--- src/fbc_ram.sv ---
`default_nettype none
module fbc_ram #(
  parameter int WIDTH = 8,
  parameter int DEPTH = 8
) (
  input  wire logic                                  clk,
  input  wire logic                                  we,
  input  wire logic [(DEPTH > 1 ? $clog2(DEPTH) : 1)-1:0] waddr,
  input  wire logic [WIDTH-1:0]                      wdata,
  input  wire logic                                  re,
  input  wire logic [(DEPTH > 1 ? $clog2(DEPTH) : 1)-1:0] raddr,
  output logic      [WIDTH-1:0]                      rdata
);

  logic [WIDTH-1:0] mem [DEPTH];
  logic [WIDTH-1:0] rdata_r;

  always_ff @(posedge clk) begin
    if (we) begin
      mem[waddr] <= wdata;
    end
    if (re) begin
      rdata_r <= mem[raddr];
    end
  end

  assign rdata = rdata_r;

endmodule
`default_nettype wire

--- config.mk ---
export PLATFORM = sky130hd
export DESIGN_NAME = fbc_ram
export DESIGN_NICKNAME = d
export VERILOG_FILES = /design/src/fbc_ram.sv
export SDC_FILE = /design/constraint.sdc
export NUM_CORES = 1
export LEC_CHECK = 0
export ABC_AREA = 1
export BUFFER_PORTS_ARGS = -buffer_cell sky130_fd_sc_hd__buf_2
export CAP_MARGIN = 20
export CORE_ASPECT_RATIO = 1.4
export CORE_UTILIZATION = 30
export DETAILED_ROUTE_END_ITERATION = 10
export PLACE_DENSITY = 0.52
export RECOVER_POWER = 100
export SLEW_MARGIN = 20
export SYNTH_ARGS = -nofsm -noshare
export SYNTH_HDL_FRONTEND = slang
export SYNTH_SLANG_ARGS = --single-unit
--- constraint.sdc ---
create_clock -name clk -period 1.3 [get_ports clk]
set_input_delay 0.26 -clock clk [delete_from_list [all_inputs] [get_ports clk]]
set_output_delay 0.26 -clock clk [all_outputs]
set_load 0.005 [all_outputs]
==> flow_metrics.env, run 1 <==
export IMPL_yosys_register_bits=72
export IMPL_crit_type="input pin to register"
export IMPL_drive_gt1_frac=0.0896
export IMPL_overflow=0
export IMPL_chipHeight_um=123
export IMPL_core_area_um2=10000
export IMPL_cp_slowest_cell="clkbuf_1"
export IMPL_num_rows=43
export IMPL_final_common_cell="nand2_1"
export IMPL_die_w_um=88.3
export IMPL_via_per_inst=4.05
export IMPL_grt_pass1_wl_um=9870
export IMPL_clkSlewWorstSetupHoldPaths_ns=0.06
export IMPL_final_cell_mix="110 x nand2_1, 72 x edfxtp_1, 68 x inv_1"
export IMPL_final_area_um2=3720
export IMPL_vdd_drop_max_mv=0.561
export IMPL_rr_startpoint="mem[3][1]$_DFFE_PP_"
export IMPL_setup_viol=0
export IMPL_end_kind="register"
export IMPL_fin_crit_sh=0.867
export IMPL_yosysSeqAreaShare=0.691
export IMPL_holdPathEnd="mem[0][5]$_DFFE_PP_"
export IMPL_cts_tree="done"
export IMPL_p_leak_uw=0.00165
export IMPL_netlist_area_um2=3130
export IMPL_finalMaxSlewViolations=0
export IMPL_cap_violations=0
export IMPL_critical_path_max_stage_delay_ns=0.52
export IMPL_holdPathStages=1
export IMPL_place_congestion=0.703
export IMPL_path_cells="clkbuf_1 -> nand2_1 -> nor2_1 -> clkbuf_1"
export IMPL_skew_ns=0.00467
export IMPL_clkPwrFrac=0.460
export IMPL_cp_max_fo=8
export IMPL_start_util=0.313
export IMPL_fin_setup_tns_ns=0
export IMPL_dr_pass1_iters=4
export IMPL_synthCells=303
export IMPL_die_area_um2=10900
export IMPL_hp_start="wdata[5]"
export IMPL_period_minus_slack_ns=1.13
export IMPL_max_slew_worst_pin_slew_ns=0.657
export IMPL_postCtsHoldBufs=0
export IMPL_cp_required_ns=1.27
export IMPL_rr_worst_depth=6
export IMPL_clock_path_buffers=2
export IMPL_switching_share=0.203
export IMPL_place_area_um2=3460
export IMPL_cts_resized=0
export IMPL_wl_per_cell_um=12.9
export IMPL_cpMostUsedCell="clkbuf_1"
export IMPL_synth_nets=320
export IMPL_grt_pass1_vias=1961
export IMPL_status="complete, no violations"
export IMPL_drc=0
export IMPL_post_cts_buffers=0
export IMPL_grt_max_degree=33
export IMPL_io_buffers=24
export IMPL_yosysWarnings=0
export IMPL_r2r_slack_ns=0.30
export IMPL_startpoint_type="input pin"
export IMPL_max_slew_margin_rel=0.562
export IMPL_diodes=0
export IMPL_share_seq_of_total_power=0.480
export IMPL_power_report_internal_total_uw=4430
export IMPL_cts_root_buf="clkbuf_16"
export IMPL_avgSynthCellArea_um2=10.3
export IMPL_hold_path_class="input pin to register"
export IMPL_h_tree_depth=3
export IMPL_cts_buffers=9
export IMPL_crit_arrival_ns=1.09
export IMPL_drt_iter0_drc=125
export IMPL_area_delta_synth_final_pct=18.9
export IMPL_combPwrFrac=0.060
export IMPL_antenna_found_initial=0
export IMPL_hold_violations=0
export IMPL_ant_nets=0
export IMPL_power_switching_uw=1130
export IMPL_wirelength_um=6190
export IMPL_vias=1947
export IMPL_r2r_end="rdata[1]$_DFFE_PP_"
export IMPL_grt_usage=0.133
export IMPL_rsz0062_at_grt="false"
export IMPL_ys_types=10
export IMPL_clk_latency_ns=0.33
export IMPL_place_hpwl_um=4190
export IMPL_powerDensity_nw_per_um2=1490
export IMPL_nets=358
export IMPL_io_pins=25
export IMPL_fmax_mhz=887
export IMPL_cts_sinks=72
-- Yosys cell counts --
| library cell | n | area, um2 |
|---|---|---|
| buf_2 | 2 | 10.0 |
| inv_1 | 68 | 255 |
| nor2_1 | 8 | 30.0 |
| nand3_1 | 32 | 160 |
| buf_4 | 3 | 22.5 |
| nand2_1 | 110 | 413 |
| inv_4 | 1 | 6.26 |
| edfxtp_1 | 72 | 2160 |
| buf_6 | 6 | 67.6 |
| inv_2 | 1 | 3.75 |
-- metrics by stage --
stage / power (uW) / utilization / setup slack [ns] / hold slack (ns) / cells
2_1_floorplan: 2930 / - / 0.165 / 0.359 / 303
3_3_place_gp: 3070 / 0.346 / 0.0584 / 0.534 / 465
3_5_place_dp: 3080 / 0.346 / 0.0551 / 0.544 / 465
4_1_cts: 5630 / 0.377 / 0.195 / 0.193 / 481
5_1_grt: 5770 / 0.372 / 0.0918 / 0.288 / 481
6_report: 5560 / 0.372 / 0.172 / 0.282 / 481
-- cells by family after synthesis --
logic type / share of synthesized area
buf+inv: 0.117
flops: 0.691
simple gates: 0.193
-- sequential cells by signal (all words and copies together) (netlist names) --
name and cells:
mem 64, rdata 8
-- power groups by stage --
stage	Sequential, uW	Combinational (uW)	Clock (uW)
after floorplan	2720	207	0
after global placement	2720	350	0
after detailed placement	2720	357	0
after CTS	2670	359	2600
after global routing	2680	387	2700
final	2670	336	2560
-- how the worst max path moves through the flow --
stage | from | to | slack [ns] | depth (start not counted)
floorplan | waddr[0] | mem[0][0]$_DFFE_PP_ | 0.17 | 3
global placement | raddr[0] | rdata[3]$_DFFE_PP_ | 0.06 | 8
detailed placement | raddr[0] | rdata[3]$_DFFE_PP_ | 0.06 | 7
CTS | rdata[2]$_DFFE_PP_ | rdata[2] | 0.19 | 1
global route | waddr[1] | mem[1][3]$_DFFE_PP_ | 0.09 | 5
finish | waddr[1] | mem[7][5]$_DFFE_PP_ | 0.17 | 4
-- per-layer routing --
layer,wire length (um),global-route usage,part of all wire
met3,163,0.0370,0.026
met2,3180,0.232,0.51
met4,158,0.0696,0.026
met1,2690,0.143,0.43
met5,0,0,0
-- layout make-up --
| class | count | area (um2) |
|---|---|---|
| clock inverter | 6 | 83.8 |
| sequential | 72 | 2160 |
| inverter | 70 | 265 |
| clock buffer | 10 | 229 |
| tap | 135 | 169 |
| fill | 1023 | 6280 |
| timing repair buffer | 38 | 211 |
| multi-input combinational | 150 | 603 |
-- critical path: cells and delay by family --
kind,cells,cell delay (ns)
buffers and inverters,2,0.63
AND/OR/NAND/NOR,2,0.19
Note: power is estimated with default switching activity, not from simulation.
==> inputs of run 2 (changes only) <==
RECOVER_POWER = unset   (was 100)
==> run 2 against run 1 <==
Against the previous run:
- cell count unchanged
- critical path depth down 3
- routed wire length down 0.76%
- via count up 0.62%
- design area up 1.4%
- register-to-register slack about the same
- worst hold slack worse by 0.084 ns
- core utilization up 0.51 points
- combinational power up 4%
- largest cell class unchanged
- largest power group unchanged
==> flow_metrics.env, run 2 (synthesis results as in run 1) <==
export IMPL_largest_register="mem"
export IMPL_skew_ns=0.00488
export IMPL_path_delay_family="flip-flops"
export IMPL_num_rows=43
export IMPL_drive_gt1_frac=0.156
export IMPL_cp_buffers_inverters=1
export IMPL_hold_ws_ns=0.198
export IMPL_fmax_mhz=923
export IMPL_dr_pass1_iters=4
export IMPL_clock_path_buffers=2
export IMPL_power_report_internal_total_uw=4450
export IMPL_final_area_um2=3770
export IMPL_post_cts_buffers=0
export IMPL_dp_cells=465
export IMPL_end_kind="primary output"
export IMPL_clkPwrFrac=0.458
export IMPL_status="complete, no violations"
export IMPL_cap_violations=0
export IMPL_hold_violations=0
export IMPL_die_w_um=88.3
export IMPL_combPwrFrac=0.063
export IMPL_final_common_cell="nand2_1"
export IMPL_r2r_slack_ns=0.30
export IMPL_rr_worst_depth=6
export IMPL_cts_sinks=72
export IMPL_antenna_found_initial=0
export IMPL_r2r_end="rdata[3]$_DFFE_PP_"
export IMPL_num_fill_cells=1010
export IMPL_holdPathEnd="mem[7][3]$_DFFE_PP_"
export IMPL_overflow=0
export IMPL_vdd_drop_max_mv=0.562
export IMPL_seq_area_um2=2160
export IMPL_wl_per_cell_um=12.8
export IMPL_vias=1959
export IMPL_grt_pass1_wl_um=9870
export IMPL_diodes=0
export IMPL_p_leak_uw=0.00173
export IMPL_period_minus_slack_ns=1.08
export IMPL_cts_resized=0
export IMPL_drc=0
export IMPL_place_area_um2=3460
export IMPL_core_area_um2=10000
export IMPL_finalMaxSlewViolations=0
export IMPL_powerDensity_nw_per_um2=1480
export IMPL_hold_path_class="input pin to register"
export IMPL_multi_input_area_um2=603
export IMPL_clk_latency_ns=0.33
export IMPL_fin_setup_tns_ns=0
export IMPL_die_area_um2=10900
export IMPL_grt_pass1_vias=1961
export IMPL_io_pins=25
export IMPL_rsz0062_at_grt="false"
export IMPL_cts_buffers=9
export IMPL_wirelength_um=6140
export IMPL_crit_type="register to primary output"
export IMPL_crit_arrival_ns=0.82
export IMPL_chipHeight_um=123
export IMPL_fin_crit_sh=0.833
export IMPL_grt_max_degree=33
export IMPL_max_slew_worst_pin_slew_ns=0.329
export IMPL_largest_reg_flops=64
export IMPL_final_cell_count_no_fill=481
export IMPL_io_buffers=24
export IMPL_power_switching_uw=1130
export IMPL_cts_root_buf="clkbuf_16"
export IMPL_cp_slowest_cell="edfxtp_1"
export IMPL_max_slew_margin_rel=0.781
export IMPL_setup_viol=0
export IMPL_h_tree_depth=3
export IMPL_cts_tree="done"
export IMPL_ant_nets=0
export IMPL_place_hpwl_um=4190
export IMPL_cp_max_fo=1
export IMPL_postCtsHoldBufs=0
export IMPL_final_cell_mix="110 x nand2_1, 72 x edfxtp_1, 68 x inv_1"
export IMPL_drt_iter0_drc=123
export IMPL_area_delta_synth_final_pct=20.6
export IMPL_grt_usage=0.133
export IMPL_clkSlewWorstSetupHoldPaths_ns=0.06
export IMPL_start_util=0.313
export IMPL_share_seq_of_total_power=0.479
export IMPL_cp_required_ns=1.04
export IMPL_rr_startpoint="mem[2][3]$_DFFE_PP_"
export IMPL_via_per_inst=4.07
export IMPL_hp_start="wdata[3]"
export IMPL_holdPathStages=1
export IMPL_place_congestion=0.703
export IMPL_path_cells="buf_2"
export IMPL_critical_path_max_stage_delay_ns=0.36
export IMPL_switching_share=0.202
export IMPL_startpoint_type="register"
export IMPL_nets=358
[run 2: cell types whose count changed in the layout (fill, tap and decap cells not counted)]
cell | before | now
buf_2 | 7 | 24
clkbuf_2 | 3 | 0
clkbuf_1 | 24 | 1
buf_4 | 2 | 11
[run 2: layout make-up]
class	count	area share
Clock inverter	6	0.0222
Tap cell	135	0.0447
Clock buffer	10	0.0607
Multi-Input combinational cell	150	0.160
Timing Repair Buffer	38	0.0696
Inverter	70	0.0703
Sequential cell	72	0.573
[run 2: worst max-delay path by stage]
stage	to	startpoint	cells past startpoint
2_1_floorplan	mem[0][0]$_DFFE_PP_	waddr[0]	3
3_3_place_gp	rdata[3]$_DFFE_PP_	raddr[0]	8
3_5_place_dp	rdata[3]$_DFFE_PP_	raddr[0]	7
4_1_cts	rdata[2]	rdata[2]$_DFFE_PP_	1
5_1_grt	rdata[0]	rdata[0]$_DFFE_PP_	1
6_report	rdata[2]	rdata[2]$_DFFE_PP_	1
[run 2: routing by layer]
metal,vias to the layer above,GRT usage,share of wire,wire length (um)
li1,1013,-,-,-
met1,899,0.143,0.43,2630
met2,37,0.232,0.52,3170
met3,10,0.0370,0.033,202
met4,0,0.0696,0.023,143
met5,-,0,0,0
[run 2: power by group through the flow]
stage / sequential, uW / clock [uW] / combinational [uW]
floorplan: 2720 / 0 / 207
global placement: 2720 / 0 / 350
detailed placement: 2720 / 0 / 357
CTS: 2670 / 2600 / 359
global route: 2680 / 2700 / 402
finish: 2670 / 2550 / 350
[run 2: per-stage QoR]
stage	util	total power [uW]	worst slack, ns
after global placement	0.346	3070	0.0584
final	0.377	5570	0.217
after CTS	0.377	5630	0.195
after floorplan	-	2930	0.165
after global routing	0.377	5780	0.161
after detailed placement	0.346	3080	0.0551
==> inputs of run 3 (changes only) <==
ABC_AREA = 0   (was 1)
PLACE_DENSITY = 0.54   (was 0.52)
clock period = 0.9 ns   (was 1.3 ns; I/O delays follow)
==> run 3 against run 2 <==
Against the previous run:
- the flow now finishes with violations (negative setup slack)
- first-iteration DRC count decreased by 22%
- core utilization up 1.5 points
- synthesized area decreased by 11%
- critical path depth rose by 1
- sequential power grew 45%
- count of clock-buffer cells in the layout unchanged
- total power rose by 32%
- sequential cell count did not move
- critical path type is now register to register
- critical endpoint is now rdata[4]$_DFFE_PP_
==> flow_metrics.env, run 3 <==
export IMPL_vias=1249
export IMPL_synth_top_cell_area_share=0.780
export IMPL_start_util=0.309
export IMPL_fin_crit_sh=1.53
export IMPL_netlist_area_um2=2770
export IMPL_rsz0062_at_grt="true"
export IMPL_wirelength_um=5000
export IMPL_path_cells="mux4_2 -> mux2_4"
export IMPL_dp_cells=253
export IMPL_powerDensity_nw_per_um2=2090
export IMPL_cp_required_ns=0.98
export IMPL_nets=174
export IMPL_area_delta_synth_final_pct=27.2
export IMPL_hold_ws_ns=0.116
export IMPL_cts_tree="done"
export IMPL_rr_worst_depth=2
export IMPL_avgSynthCellArea_um2=24.3
export IMPL_skew_ns=0.00469
export IMPL_core_area_um2=8980
export IMPL_ys_flop_type="edfxtp_1"
export IMPL_path_delay_family="multiplexers"
export IMPL_vdd_drop_max_mv=1.03
export IMPL_place_congestion=0.644
export IMPL_ys_types=13
export IMPL_largest_register="mem"
export IMPL_dr_pass1_iters=4
export IMPL_holdPathStages=1
export IMPL_cts_buffers=9
export IMPL_post_cts_buffers=0
export IMPL_grt_max_degree=17
export IMPL_yosysSeqAreaShare=0.780
export IMPL_clk_latency_ns=0.33
export IMPL_critical_path_max_stage_delay_ns=0.48
export IMPL_yosys_register_bits=72
export IMPL_die_area_um2=9630
export IMPL_period_minus_slack_ns=1.38
export IMPL_synth_most_common_cell="edfxtp_1"
export IMPL_end_kind="register"
export IMPL_yosys_area_top_type="edfxtp_1"
export IMPL_cp_depth=2
export IMPL_place_hpwl_um=3330
export IMPL_final_area_um2=3520
export IMPL_crit_arrival_ns=1.46
export IMPL_drc=0
export IMPL_finalMaxSlewViolations=0
export IMPL_via_per_inst=4.64
export IMPL_num_rows=41
export IMPL_yosysWarnings=0
export IMPL_grt_pass1_vias=1379
export IMPL_status="finished, violations left"
export IMPL_h_tree_depth=3
export IMPL_drive_gt1_frac=0.512
export IMPL_hold_violations=0
export IMPL_grt_usage=0.115
export IMPL_chipHeight_um=116
export IMPL_wl_per_cell_um=18.6
export IMPL_antenna_found_initial=0
export IMPL_yosys_top_cells_area="edfxtp_1 78%, mux4_1 14%, mux2_2 3.3%"
export IMPL_cp_buffers_inverters=0
export IMPL_clkSlewWorstSetupHoldPaths_ns=0.05
export IMPL_final_cell_count_no_fill=269
export IMPL_clock_path_buffers=2
export IMPL_final_common_cell="edfxtp_1"
export IMPL_setup_viol=16
export IMPL_grt_pass1_wl_um=7540
export IMPL_overflow=0
export IMPL_largest_reg_flops=64
export IMPL_setup_ws_ns=-0.481
export IMPL_cp_max_fo=1
export IMPL_final_cell_mix="72 x edfxtp_1, 24 x buf_2, 16 x mux4_2"
export IMPL_cts_root_buf="clkbuf_16"
export IMPL_diodes=0
export IMPL_synth_edf_count=72
export IMPL_die_w_um=83.2
export IMPL_max_slew_margin_rel=0.796
export IMPL_synthArstFlopShare=0
export IMPL_drt_iter0_drc=96
export IMPL_max_slew_worst_pin_slew_ns=0.306
export IMPL_p_leak_uw=0.00118
export IMPL_startpoint_type="register"
export IMPL_violations="negative setup slack"
export IMPL_fmax_mhz=724
export IMPL_synthCells=114
export IMPL_place_area_um2=3270
export IMPL_ant_nets=0
export IMPL_io_pins=25
export IMPL_cts_sinks=72
export IMPL_synth_nets=131
export IMPL_io_buffers=24
export IMPL_synth_common_cells="72 x edfxtp_1, 15 x mux4_1, 8 x mux2_2"
export IMPL_crit_type="register to register"
export IMPL_hold_path_class="input pin to register"
export IMPL_cp_slowest_cell="mux4_2"
export IMPL_cap_violations=0
## run 3: per-layer routing
metal / part of all wire / up-vias / track usage / wire (um)
met2: 0.59 / 32 / 0.214 / 2940
met3: 0.039 / 11 / 0.0313 / 194
met5: 0 / - / 0 / 0
met4: 0.035 / 0 / 0.0862 / 176
li1: - / 561 / - / -
met1: 0.34 / 645 / 0.107 / 1690
## run 3: kinds of logic after synthesis
logic type,Yosys count,synth area share
DFF,72,0.780
muxes,24,0.183
and+or+nand+nor,13,0.0212
buffers and inverters,5,0.0158
## run 3: final timing paths
check                                          from             endpoint  slack [ns]
worst max-delay path            mem[7][4]$_DFFE_PP_   rdata[4]$_DFFE_PP_       -0.48
worst min-delay path                       wdata[5]  mem[1][5]$_DFFE_PP_        0.12
worst max register to register  mem[7][4]$_DFFE_PP_   rdata[4]$_DFFE_PP_       -0.48
worst min register to register  mem[7][6]$_DFFE_PP_   rdata[6]$_DFFE_PP_        0.76
## run 3: power by group
group / total [uW] / internal, uW / switching (uW)
clock: 3010 / 1820 / 1200
combinational: 496 / 267 / 229
sequential: 3870 / 3840 / 30.1
total: 7380 / 5920 / 1460
## run 3: cell type report
class,instances,area (um2)
Fill cell,767,5450
Sequential cell,72,2160
Multi-Input combinational cell,37,606
Timing Repair Buffer,37,368
Clock buffer,10,229
Tap cell,107,134
Clock inverter,6,26.3
## run 3: through the flow
stage / total power, uW / util / setup WS, ns / TNS [ns]
2_1_floorplan: 4170 / - / -0.506 / -5.29
3_3_place_gp: 4380 / 0.365 / -0.636 / -17.45
3_5_place_dp: 4410 / 0.365 / -0.666 / -18.47
4_1_cts: 7420 / 0.391 / -0.481 / -4.58
5_1_grt: 7590 / 0.393 / -0.497 / -4.90
6_report: 7380 / 0.393 / -0.481 / -4.44
## run 3: repair_timing
item,in CTS,in global routing
setup endpoints to repair,16,16
hold buffers,0,0
resized for setup,6,5
